[src/sv/esu_pkg.sv]
// ============================================================================
// esu_pkg
// Shared types and constants for the string unescape / UTF-8 encode block.
// ============================================================================
`default_nettype none

package esu_pkg;

    // Decoder phase codes
    localparam logic [2:0] PH_START = 3'd0;  // awaiting first byte
    localparam logic [2:0] PH_TEXT  = 3'd1;  // plain content
    localparam logic [2:0] PH_ESC   = 3'd2;  // byte after backslash
    localparam logic [2:0] PH_HEX1  = 3'd3;  // hex digits of first unit
    localparam logic [2:0] PH_HI    = 3'd4;  // high surrogate seen, want backslash
    localparam logic [2:0] PH_HI_BS = 3'd5;  // want 'u' of low surrogate
    localparam logic [2:0] PH_HEX2  = 3'd6;  // hex digits of low surrogate

    // Register indexes on the config port
    localparam logic CFG_QUOTE_CHAR  = 1'b0;
    localparam logic CFG_QUOTED_MODE = 1'b1;

    localparam logic [7:0]  QUOTE_RESET = 8'd34;
    localparam logic [15:0] LEN_MAX     = 16'hFFFF;

    // Surrogate ranges
    localparam logic [15:0] HI_SUR_LO = 16'hD800;
    localparam logic [15:0] HI_SUR_HI = 16'hDBFF;
    localparam logic [15:0] LO_SUR_LO = 16'hDC00;
    localparam logic [15:0] LO_SUR_HI = 16'hDFFF;
    localparam logic [20:0] SUPP_BASE = 21'h10000;

    // UTF-8 lead and continuation marks
    localparam logic [7:0] UTF_LEAD2 = 8'hC0;
    localparam logic [7:0] UTF_LEAD3 = 8'hE0;
    localparam logic [7:0] UTF_LEAD4 = 8'hF0;
    localparam logic [7:0] UTF_CONT  = 8'h80;
    localparam logic [7:0] UTF_MASK  = 8'h3F;

    // Per-string decoder state
    typedef struct packed {
        logic [2:0]  phase;
        logic [15:0] hex_value;
        logic [1:0]  hex_digits;
        logic [9:0]  hi_bits;
        logic [15:0] length;
        logic        failure;
        logic        closed;
    } st_t;

    localparam st_t ST_RESET = '{
        phase:      PH_START,
        hex_value:  16'd0,
        hex_digits: 2'd0,
        hi_bits:    10'd0,
        length:     16'd0,
        failure:    1'b0,
        closed:     1'b0
    };

    // Group of results caused by one input byte
    typedef struct packed {
        logic [3:0][7:0] bytes;    // decoded bytes, first in [0]
        logic [2:0]      nbytes;   // decoded bytes in this group
        logic [2:0]      count;    // result items in this group
        logic            last;     // group closes the string
        logic            failed;   // final status
        logic [15:0]     length;   // final decoded length
    } grp_t;

endpackage

`default_nettype wire

[src/sv/esu_decode.sv]
// ============================================================================
// esu_decode
// One-byte step of the unescaper: next state and the group of results.
// ============================================================================
`default_nettype none

module esu_decode (
    input  wire esu_pkg::st_t  st,
    input  wire logic [7:0]    in_byte,
    input  wire logic          last_byte,
    input  wire logic [7:0]    quote_val,
    input  wire logic          quoted_mode,
    output esu_pkg::st_t       st_next,
    output esu_pkg::grp_t      grp
);

    // hex digit value; bit 4 flags a valid digit
    function automatic logic [4:0] hex_nib(input logic [7:0] c);
        logic [4:0] r;
        r = 5'd0;
        if (c >= "0" && c <= "9")
            r = {1'b1, 4'(c - 8'h30)};
        else if (c >= "a" && c <= "f")
            r = {1'b1, 4'(c - 8'h57)};
        else if (c >= "A" && c <= "F")
            r = {1'b1, 4'(c - 8'h37)};
        return r;
    endfunction

    logic        q;
    logic        is_quote;
    logic        active;
    logic [4:0]  nib;
    logic [15:0] hex_new;
    logic        hex_full;
    logic [20:0] cp;
    logic        do_enc;
    logic        put1;
    logic [7:0]  put1_val;
    logic [3:0][7:0] bytes;
    logic [2:0]  nbytes;
    logic [16:0] len_sum;
    esu_pkg::st_t s;

    assign q        = quoted_mode;
    assign is_quote = q && (in_byte == quote_val);
    assign active   = !st.failure && !st.closed;
    assign nib      = hex_nib(in_byte);
    assign hex_new  = {st.hex_value[11:0], nib[3:0]};
    assign hex_full = (st.hex_digits == 2'd3);

    // State step
    always_comb
    begin
        s        = st;
        cp       = 21'd0;
        do_enc   = 1'b0;
        put1     = 1'b0;
        put1_val = 8'd0;
        if (active)
        begin
            case (st.phase)
                esu_pkg::PH_START, esu_pkg::PH_TEXT:
                begin
                    if (st.phase == esu_pkg::PH_START && q)
                    begin
                        if (is_quote)
                            s.phase = esu_pkg::PH_TEXT;
                        else
                            s.failure = 1'b1;
                    end
                    else
                    begin
                        s.phase = esu_pkg::PH_TEXT;
                        if (is_quote)
                            s.closed = 1'b1;
                        else if (in_byte == "\\")
                            s.phase = esu_pkg::PH_ESC;
                        else
                        begin
                            put1     = 1'b1;
                            put1_val = in_byte;
                        end
                    end
                end
                esu_pkg::PH_ESC:
                begin
                    s.phase = esu_pkg::PH_TEXT;
                    put1    = 1'b1;
                    case (in_byte)
                        "\\":    put1_val = 8'h5C;
                        "/":     put1_val = 8'h2F;
                        "b":     put1_val = 8'd8;
                        "f":     put1_val = 8'd12;
                        "n":     put1_val = 8'd10;
                        "r":     put1_val = 8'd13;
                        "t":     put1_val = 8'd9;
                        "u":
                        begin
                            put1         = 1'b0;
                            s.phase      = esu_pkg::PH_HEX1;
                            s.hex_value  = 16'd0;
                            s.hex_digits = 2'd0;
                        end
                        default:
                        begin
                            // unknown escape: quote char when quoted, else error
                            if (q)
                                put1_val = quote_val;
                            else
                            begin
                                put1      = 1'b0;
                                s.failure = 1'b1;
                            end
                        end
                    endcase
                end
                esu_pkg::PH_HEX1, esu_pkg::PH_HEX2:
                begin
                    if (is_quote)
                    begin
                        s.closed  = 1'b1;
                        s.failure = 1'b1;
                    end
                    else if (!nib[4])
                        s.failure = 1'b1;
                    else
                    begin
                        s.hex_value  = hex_new;
                        s.hex_digits = hex_full ? 2'd0 : st.hex_digits + 2'd1;
                        if (hex_full)
                        begin
                            if (st.phase == esu_pkg::PH_HEX1)
                            begin
                                if (hex_new >= esu_pkg::HI_SUR_LO &&
                                    hex_new <= esu_pkg::HI_SUR_HI)
                                begin
                                    s.hi_bits = hex_new[9:0];
                                    s.phase   = esu_pkg::PH_HI;
                                end
                                else if (hex_new >= esu_pkg::LO_SUR_LO &&
                                         hex_new <= esu_pkg::LO_SUR_HI)
                                    s.failure = 1'b1;
                                else
                                begin
                                    cp      = {5'd0, hex_new};
                                    do_enc  = 1'b1;
                                    s.phase = esu_pkg::PH_TEXT;
                                end
                            end
                            else
                            begin
                                if (hex_new >= esu_pkg::LO_SUR_LO &&
                                    hex_new <= esu_pkg::LO_SUR_HI)
                                begin
                                    cp      = esu_pkg::SUPP_BASE +
                                              {1'b0, st.hi_bits, hex_new[9:0]};
                                    do_enc  = 1'b1;
                                    s.phase = esu_pkg::PH_TEXT;
                                end
                                else
                                    s.failure = 1'b1;
                            end
                        end
                    end
                end
                esu_pkg::PH_HI:
                begin
                    if (is_quote)
                    begin
                        s.closed  = 1'b1;
                        s.failure = 1'b1;
                    end
                    else if (in_byte == "\\")
                        s.phase = esu_pkg::PH_HI_BS;
                    else
                        s.failure = 1'b1;
                end
                esu_pkg::PH_HI_BS:
                begin
                    if (in_byte == "u")
                    begin
                        s.phase      = esu_pkg::PH_HEX2;
                        s.hex_value  = 16'd0;
                        s.hex_digits = 2'd0;
                    end
                    else
                        s.failure = 1'b1;
                end
                default:
                    s.failure = 1'b1;
            endcase
        end

        // end-of-string status check
        if (last_byte && !s.failure)
        begin
            if (q)
            begin
                if (!s.closed)
                    s.failure = 1'b1;
            end
            else if (s.phase != esu_pkg::PH_TEXT)
                s.failure = 1'b1;
        end
    end

    // UTF-8 packing of the emitted bytes
    always_comb
    begin
        bytes  = '0;
        nbytes = 3'd0;
        if (put1)
        begin
            bytes[0] = put1_val;
            nbytes   = 3'd1;
        end
        else if (do_enc)
        begin
            if (cp <= 21'h7F)
            begin
                bytes[0] = cp[7:0];
                nbytes   = 3'd1;
            end
            else if (cp <= 21'h7FF)
            begin
                bytes[0] = esu_pkg::UTF_LEAD2 | {3'd0, cp[10:6]};
                bytes[1] = esu_pkg::UTF_CONT | (cp[7:0] & esu_pkg::UTF_MASK);
                nbytes   = 3'd2;
            end
            else if (cp <= 21'hFFFF)
            begin
                bytes[0] = esu_pkg::UTF_LEAD3 | {4'd0, cp[15:12]};
                bytes[1] = esu_pkg::UTF_CONT | ({2'd0, cp[11:6]} & esu_pkg::UTF_MASK);
                bytes[2] = esu_pkg::UTF_CONT | (cp[7:0] & esu_pkg::UTF_MASK);
                nbytes   = 3'd3;
            end
            else
            begin
                bytes[0] = esu_pkg::UTF_LEAD4 | {5'd0, cp[20:18]};
                bytes[1] = esu_pkg::UTF_CONT | ({2'd0, cp[17:12]} & esu_pkg::UTF_MASK);
                bytes[2] = esu_pkg::UTF_CONT | ({2'd0, cp[11:6]} & esu_pkg::UTF_MASK);
                bytes[3] = esu_pkg::UTF_CONT | (cp[7:0] & esu_pkg::UTF_MASK);
                nbytes   = 3'd4;
            end
        end
    end

    // saturating length
    assign len_sum = {1'b0, st.length} + {14'd0, nbytes};

    always_comb
    begin
        st_next        = s;
        st_next.length = len_sum[16] ? esu_pkg::LEN_MAX : len_sum[15:0];
        if (last_byte)
            st_next = esu_pkg::ST_RESET;
    end

    // result group
    always_comb
    begin
        grp.bytes  = bytes;
        grp.nbytes = nbytes;
        grp.count  = (last_byte && nbytes == 3'd0) ? 3'd1 : nbytes;
        grp.last   = last_byte;
        grp.failed = s.failure;
        grp.length = len_sum[16] ? esu_pkg::LEN_MAX : len_sum[15:0];
    end

endmodule

`default_nettype wire

[src/sv/escaped_string_unquote_utf8.sv]
// ============================================================================
// escaped_string_unquote_utf8
// Escaped string literal decoder with UTF-8 output, one byte per cycle unless the output holds the input.
// ============================================================================
//
// Channel   Dir  Handshake           Payload
// s_*       in   s_tvalid/s_tready   tdata: in_byte; tlast: last_byte
// m_*       out  m_tvalid/m_tready   tdata: out_byte, run_end, failed, length;
//                                    tuser: has_byte; tlast: string_done
// cfg_*     in   cfg_we              cfg_index selects register, cfg_data
//
// An input byte is decoded in the cycle it is accepted; its results sit in
// a group register and are offered from the next cycle, leaving one per cycle while m_tready is high.
// Bytes that decode to 0 or 1 result flow at one per cycle while m_tready is high;
// a byte that makes an n-byte UTF-8 sequence holds the input until its last result is taken at the output port.
// s_tready stays high while the last result of the group is being taken.
// Reset returns the registers to quote 34 / quoted mode and clears the state.
// ============================================================================
`default_nettype none

module escaped_string_unquote_utf8 (
    input  wire logic        clk,
    input  wire logic        rst_n,
    input  wire logic        s_tvalid,
    output logic             s_tready,
    input  wire logic [7:0]  s_tdata,    // [7:0] in_byte
    input  wire logic        s_tlast,    // last_byte
    output logic             m_tvalid,
    input  wire logic        m_tready,
    output logic [31:0]      m_tdata,    // [7:0] out_byte, [8] run_end, [9] failed,
                                         // [25:10] decoded_length, [31:26] zero
    output logic             m_tuser,    // [0] has_byte
    output logic             m_tlast,    // string_done
    input  wire logic        cfg_we,
    input  wire logic        cfg_index,
    input  wire logic [7:0]  cfg_data
);

    logic [7:0]    quote_reg;
    logic          quoted_reg;
    esu_pkg::st_t  st_reg;
    esu_pkg::st_t  st_next;
    esu_pkg::grp_t grp_reg;
    esu_pkg::grp_t grp_next;
    logic          grp_valid_reg;
    logic [1:0]    idx_reg;
    logic          in_fire;
    logic          out_fire;
    logic          item_last;
    logic          has_byte;
    logic          fin;

    // Configuration registers
    always_ff @(posedge clk or negedge rst_n)
    begin
        if (!rst_n)
        begin
            quote_reg  <= esu_pkg::QUOTE_RESET;
            quoted_reg <= 1'b1;
        end
        else if (cfg_we)
        begin
            case (cfg_index)
                esu_pkg::CFG_QUOTE_CHAR:  quote_reg  <= cfg_data;
                esu_pkg::CFG_QUOTED_MODE: quoted_reg <= cfg_data[0];
                default:                  quote_reg  <= quote_reg;
            endcase
        end
    end

    esu_decode u_decode (
        .st          (st_reg),
        .in_byte     (s_tdata),
        .last_byte   (s_tlast),
        .quote_val   (quote_reg),
        .quoted_mode (quoted_reg),
        .st_next     (st_next),
        .grp         (grp_next)
    );

    // Handshake
    assign item_last = ({1'b0, idx_reg} == grp_reg.count - 3'd1);
    assign out_fire  = m_tvalid && m_tready;
    assign s_tready  = !grp_valid_reg || (m_tready && item_last);
    assign in_fire   = s_tvalid && s_tready;

    // Decoder state
    always_ff @(posedge clk or negedge rst_n)
    begin
        if (!rst_n)
            st_reg <= esu_pkg::ST_RESET;
        else if (in_fire)
            st_reg <= st_next;
    end

    // Result group control
    always_ff @(posedge clk or negedge rst_n)
    begin
        if (!rst_n)
        begin
            grp_valid_reg <= 1'b0;
            idx_reg       <= 2'd0;
        end
        else if (in_fire && grp_next.count != 3'd0)
        begin
            grp_valid_reg <= 1'b1;
            idx_reg       <= 2'd0;
        end
        else if (out_fire)
        begin
            if (item_last)
                grp_valid_reg <= 1'b0;
            else
                idx_reg <= idx_reg + 2'd1;
        end
    end

    // Result group payload
    always_ff @(posedge clk)
    begin
        if (in_fire && grp_next.count != 3'd0)
            grp_reg <= grp_next;
    end

    // Output item select
    assign has_byte = ({1'b0, idx_reg} < grp_reg.nbytes);
    assign fin      = grp_reg.last && item_last;
    assign m_tvalid = grp_valid_reg;
    assign m_tuser  = has_byte;
    assign m_tlast  = fin;
    assign m_tdata  = {6'd0,
                       fin ? grp_reg.length : 16'd0,
                       fin && grp_reg.failed,
                       item_last,
                       has_byte ? grp_reg.bytes[idx_reg] : 8'd0};

    // Checks
    a_last_clears: assert property (@(posedge clk) disable iff (!rst_n)
        (in_fire && s_tlast) |=>
            (st_reg.phase == esu_pkg::PH_START && st_reg.length == 16'd0 &&
             !st_reg.failure && !st_reg.closed))
        else $error("state not cleared after last byte");

    a_ready_idle: assert property (@(posedge clk) disable iff (!rst_n)
        !grp_valid_reg |-> s_tready)
        else $error("input stalled with empty result group");

    a_group_size: assert property (@(posedge clk) disable iff (!rst_n)
        grp_valid_reg |-> (grp_reg.count != 3'd0 && grp_reg.count <= 3'd4 &&
                           {1'b0, idx_reg} < grp_reg.count))
        else $error("result index outside group");

    a_last_group: assert property (@(posedge clk) disable iff (!rst_n)
        (in_fire && s_tlast) |=> m_tvalid)
        else $error("last byte produced no result");

endmodule

`default_nettype wire
[config.mk]
export PLATFORM = sky130hd
export DESIGN_NAME = escaped_string_unquote_utf8
export DESIGN_NICKNAME = d
export VERILOG_FILES = /design/src/sv/esu_pkg.sv /design/src/sv/esu_decode.sv /design/src/sv/escaped_string_unquote_utf8.sv
export SDC_FILE = /design/constraint.sdc
export NUM_CORES = 1
export LEC_CHECK = 0
export ABC_AREA = 1
export BUFFER_PORTS_ARGS = -buffer_cell sky130_fd_sc_hd__buf_2
export CORE_ASPECT_RATIO = 1.1
export CORE_MARGIN = 2
export CORE_UTILIZATION = 35
export DETAILED_ROUTE_END_ITERATION = 6
export GPL_TIMING_DRIVEN = 1
export MAX_ROUTING_LAYER = met4
export PLACE_DENSITY = 0.54
export REMOVE_ABC_BUFFERS = 1
export SYNTH_ARGS = -nofsm -noshare
export SYNTH_HDL_FRONTEND = slang
export SYNTH_SLANG_ARGS = --single-unit
[constraint.sdc]
create_clock -name clk -period 4.1 [get_ports clk]
set_input_delay 0 -clock clk [delete_from_list [all_inputs] [get_ports clk]]
set_output_delay 0 -clock clk [all_outputs]
set_load 0.05 [all_outputs]
==> results.sh <==
export IMPL_synth_top_cell_area_share=0.2032
export IMPL_cts_tree="built"
export IMPL_seq_area_frac_synth=0.3858
export IMPL_synth_most_common_cell="nand2_1"
export IMPL_clkSinkCount=110
export IMPL_synth_edf_count=53
export IMPL_p_switching_mw=2.397
export IMPL_drt_vias_per_instance=5.027
export IMPL_drive_above_1_share=0.2360
export IMPL_nets=1263
export IMPL_period_minus_slack_ns=3.893
export IMPL_place_gp_congestion=0.9872
export IMPL_reg2reg_depth=30
export IMPL_arrival_ns=3.99
export IMPL_r2r_end="grp_reg[10]"
export IMPL_largest_register_ffs=53
export IMPL_yosysWarnings=0
export IMPL_critPathKind="register to register"
export IMPL_synthesis_area_sq_mm=0.007831
export IMPL_worst_pin_slew_ns=0.9116
export IMPL_final_max_slew_viol_count=0
export IMPL_min_from="s_tlast"
export IMPL_cpMaxStageDelayCell="dfrtp_1"
export IMPL_cp_start_kind="register"
export IMPL_antenna_cells=0
export IMPL_p_comb_frac=0.492
export IMPL_cellLeakagePower_nw=4.454
export IMPL_setup_ws_ns=0.2068
export IMPL_dr_pass1_iters=5
export IMPL_max_cap_viol_count=0
export IMPL_grt_total_usage=0.2114
export IMPL_outcome="complete, no violations"
export IMPL_worstPathRequired_ns=4.19
export IMPL_tns_ns=0
export IMPL_synth_top_cell_by_area="edfxtp_1"
export IMPL_clockPowerShare=0.184
export IMPL_syn_inst=1089
export IMPL_synth_area_top_cells="edfxtp_1, dfrtp_1, nand2_1, nor2_1, inv_1"
export IMPL_max_stage_delay_ns=0.43
export IMPL_p_int_mw=2.749
export IMPL_syn_area_per_cell_sq_um=7.191
export IMPL_fin_util=0.4438
export IMPL_antenna_found_initial=0
export IMPL_path_max_fanout=9
export IMPL_synth_cell_types=52
export IMPL_relSlewSlack=0.3923
export IMPL_synthArstFlopShare=0.5182
export IMPL_io_pins=59
export IMPL_synth_seq_cells=110
export IMPL_synth_ff_type="dfrtp_1"
export IMPL_grt_overflow=0
export IMPL_cts_buffer_depth=2
export IMPL_floorplan_die_width_um=146.6
export IMPL_finalSetupViolations=0
export IMPL_cp_end_kind="register"
export IMPL_fin_skew_ns=0.009064
export IMPL_drc=0
export IMPL_holdPathStages=1
export IMPL_ir_worst_vdd_v=0.0002065
export IMPL_wl_um=24390
export IMPL_synth_common_cells="nand2_1, nor2_1, inv_1"
export IMPL_r2r_setup_slack_ns=0.21
export IMPL_coreArea_sq_mm=0.02204
export IMPL_grt_max_degree=58
export IMPL_hold_class="primary input to register"
export IMPL_start_util=0.3554
export IMPL_hold_end="grp_reg[17]"
export IMPL_place_inst=1468
export IMPL_clk_pin_slew_worst_paths_ns=0.08
export IMPL_drt_iter0_markers=588
export IMPL_post_place_ws_ns=-0.06222
export IMPL_power_frac_seq=0.324
export IMPL_finalPower_mw=5.146
export IMPL_final_cells=1528
export IMPL_syn_to_final_growth_pct=24.88
export IMPL_htreeDepth=3
export IMPL_fin_crit_sh=0.9496
export IMPL_hold_viol_final=0
export IMPL_cellPowerDensity_mw_per_mm2=526.3
export IMPL_max_freq_mhz=256.9
export IMPL_clock_latency_ns=0.36
export IMPL_wl_per_cell_um=15.96
export IMPL_cts_buffers=9
export IMPL_dr_total_vias=7682
export IMPL_crit_reg2reg_launch="st_reg[46]"
export IMPL_num_rows=57
export IMPL_die_area_sq_mm=0.02359
export IMPL_grt_pass1_wl_um=38230
export IMPL_p_sw_frac=0.4658
export IMPL_dpl_hpwl_um=18400
export IMPL_cts_root_buf="clkbuf_16"
export IMPL_grt_pass1_vias=7228
export IMPL_ant_nets=0
export IMPL_port_buffers=52
export IMPL_die_h_um=160.9
[worst max-delay path by stage]
stage / slack (ns) / endpoint / startpoint / cells past startpoint
floorplan: -0.80 / st_reg[15] / st_reg[1] / 27
global placement: -0.08 / grp_reg[13] / st_reg[46] / 20
detailed placement: -0.06 / st_reg[9] / s_tdata[0] / 36
CTS: -0.01 / st_reg[9] / st_reg[39] / 34
global route: -0.04 / st_reg[17] / st_reg[39] / 34
finish: 0.21 / grp_reg[10] / st_reg[46] / 30
[metrics by stage]
| stage | hold WS (ns) | cell area, sq um |
|---|---|---|
| floorplan | -0.2956 | 7587 |
| global placement | 0.1727 | 8805 |
| detailed placement | 0.1927 | 8805 |
| CTS | 0.01515 | 9245 |
| global route | 0.01075 | 9779 |
| finish | 0.03292 | 9779 |
[worst max-delay path: cells and delay by family, from the launching register on]
kind | cells | cell delay [ns]
AO/OA/AOI/OAI | 2 | 0.23
adder cells (fa/ha/maj) | 2 | 0.52
buffers and inverters | 8 | 0.97
flip-flops | 1 | 0.43
AND/OR/NAND/NOR | 18 | 1.45
[per-layer routing]
layer  vias up  track usage  routed length (um)
met5         -            -                   0
met4         0      0.06973                 560
met1      3563       0.2788               11220
li1       3886            -                   -
met2       195       0.3372               11640
met3        38      0.02784                 976
[power by group through the flow]
stage          Sequential, mW  Clock, mW  Combinational [mW]
4_1_cts                  1.66      0.963                2.44
3_5_place_dp             1.68          0                2.42
6_report                 1.67      0.946                2.53
5_1_grt                  1.70       1.01                2.79
2_1_floorplan            1.69          0                1.59
3_3_place_gp             1.68          0                2.43
[cell usage in the layout, fill, tap and decap left out, types with 6 or more instances in the layout]
master         count
o21ai_0           75
ha_1              10
conb_1             6
nor3_2            15
nor2_2             8
o22ai_1           21
nand4_1           33
nand2_1          193
o21ai_1            9
dfrtp_1           54
nand3_1           89
xor2_1            10
o211ai_1           8
inv_2             21
edfxtp_1          53
nor2_4            11
dlygate4sd3_1     12
inv_1            133
nor3_1            18
clkbuf_16         10
buf_2             52
a21oi_1           40
buf_6              7
nor2_1           144
o31ai_1            9
nand2_2           17
buf_4             97
[timing repair]
| item | in CTS | in global routing |
|---|---|---|
| endpoints found under the setup margin | 11 | 32 |
| buffers inserted | 0 | 32 |
| hold endpoints to repair | 64 | 0 |
| pin swaps | 0 | 28 |
| hold buffers | 12 | 0 |
| gates resized for setup | 3 | 89 |
[cells by family after synthesis]
| family | synth area share |
|---|---|
| AOI/OAI and AO/OA | 0.1358 |
| xor gates and xnor gates | 0.01678 |
| adders and majority gates | 0.02013 |
| buffers and inverters | 0.1098 |
| DFF | 0.3858 |
| muxes | 0.004313 |
| other | 0.0004789 |
| and+or+nand+nor | 0.3269 |
[area by class of cell]
cell class | instances | area [sq um]
clock buffers | 11 | 254.0
clock inverters | 5 | 61.31
fillers | 2239 | 12260
inverters | 159 | 605.6
multi-input cells | 777 | 4225
flip-flops and latches | 110 | 3022
well taps | 295 | 369.1
repair buffers | 171 | 1242
Note: power is estimated with default switching activity, not from simulation.
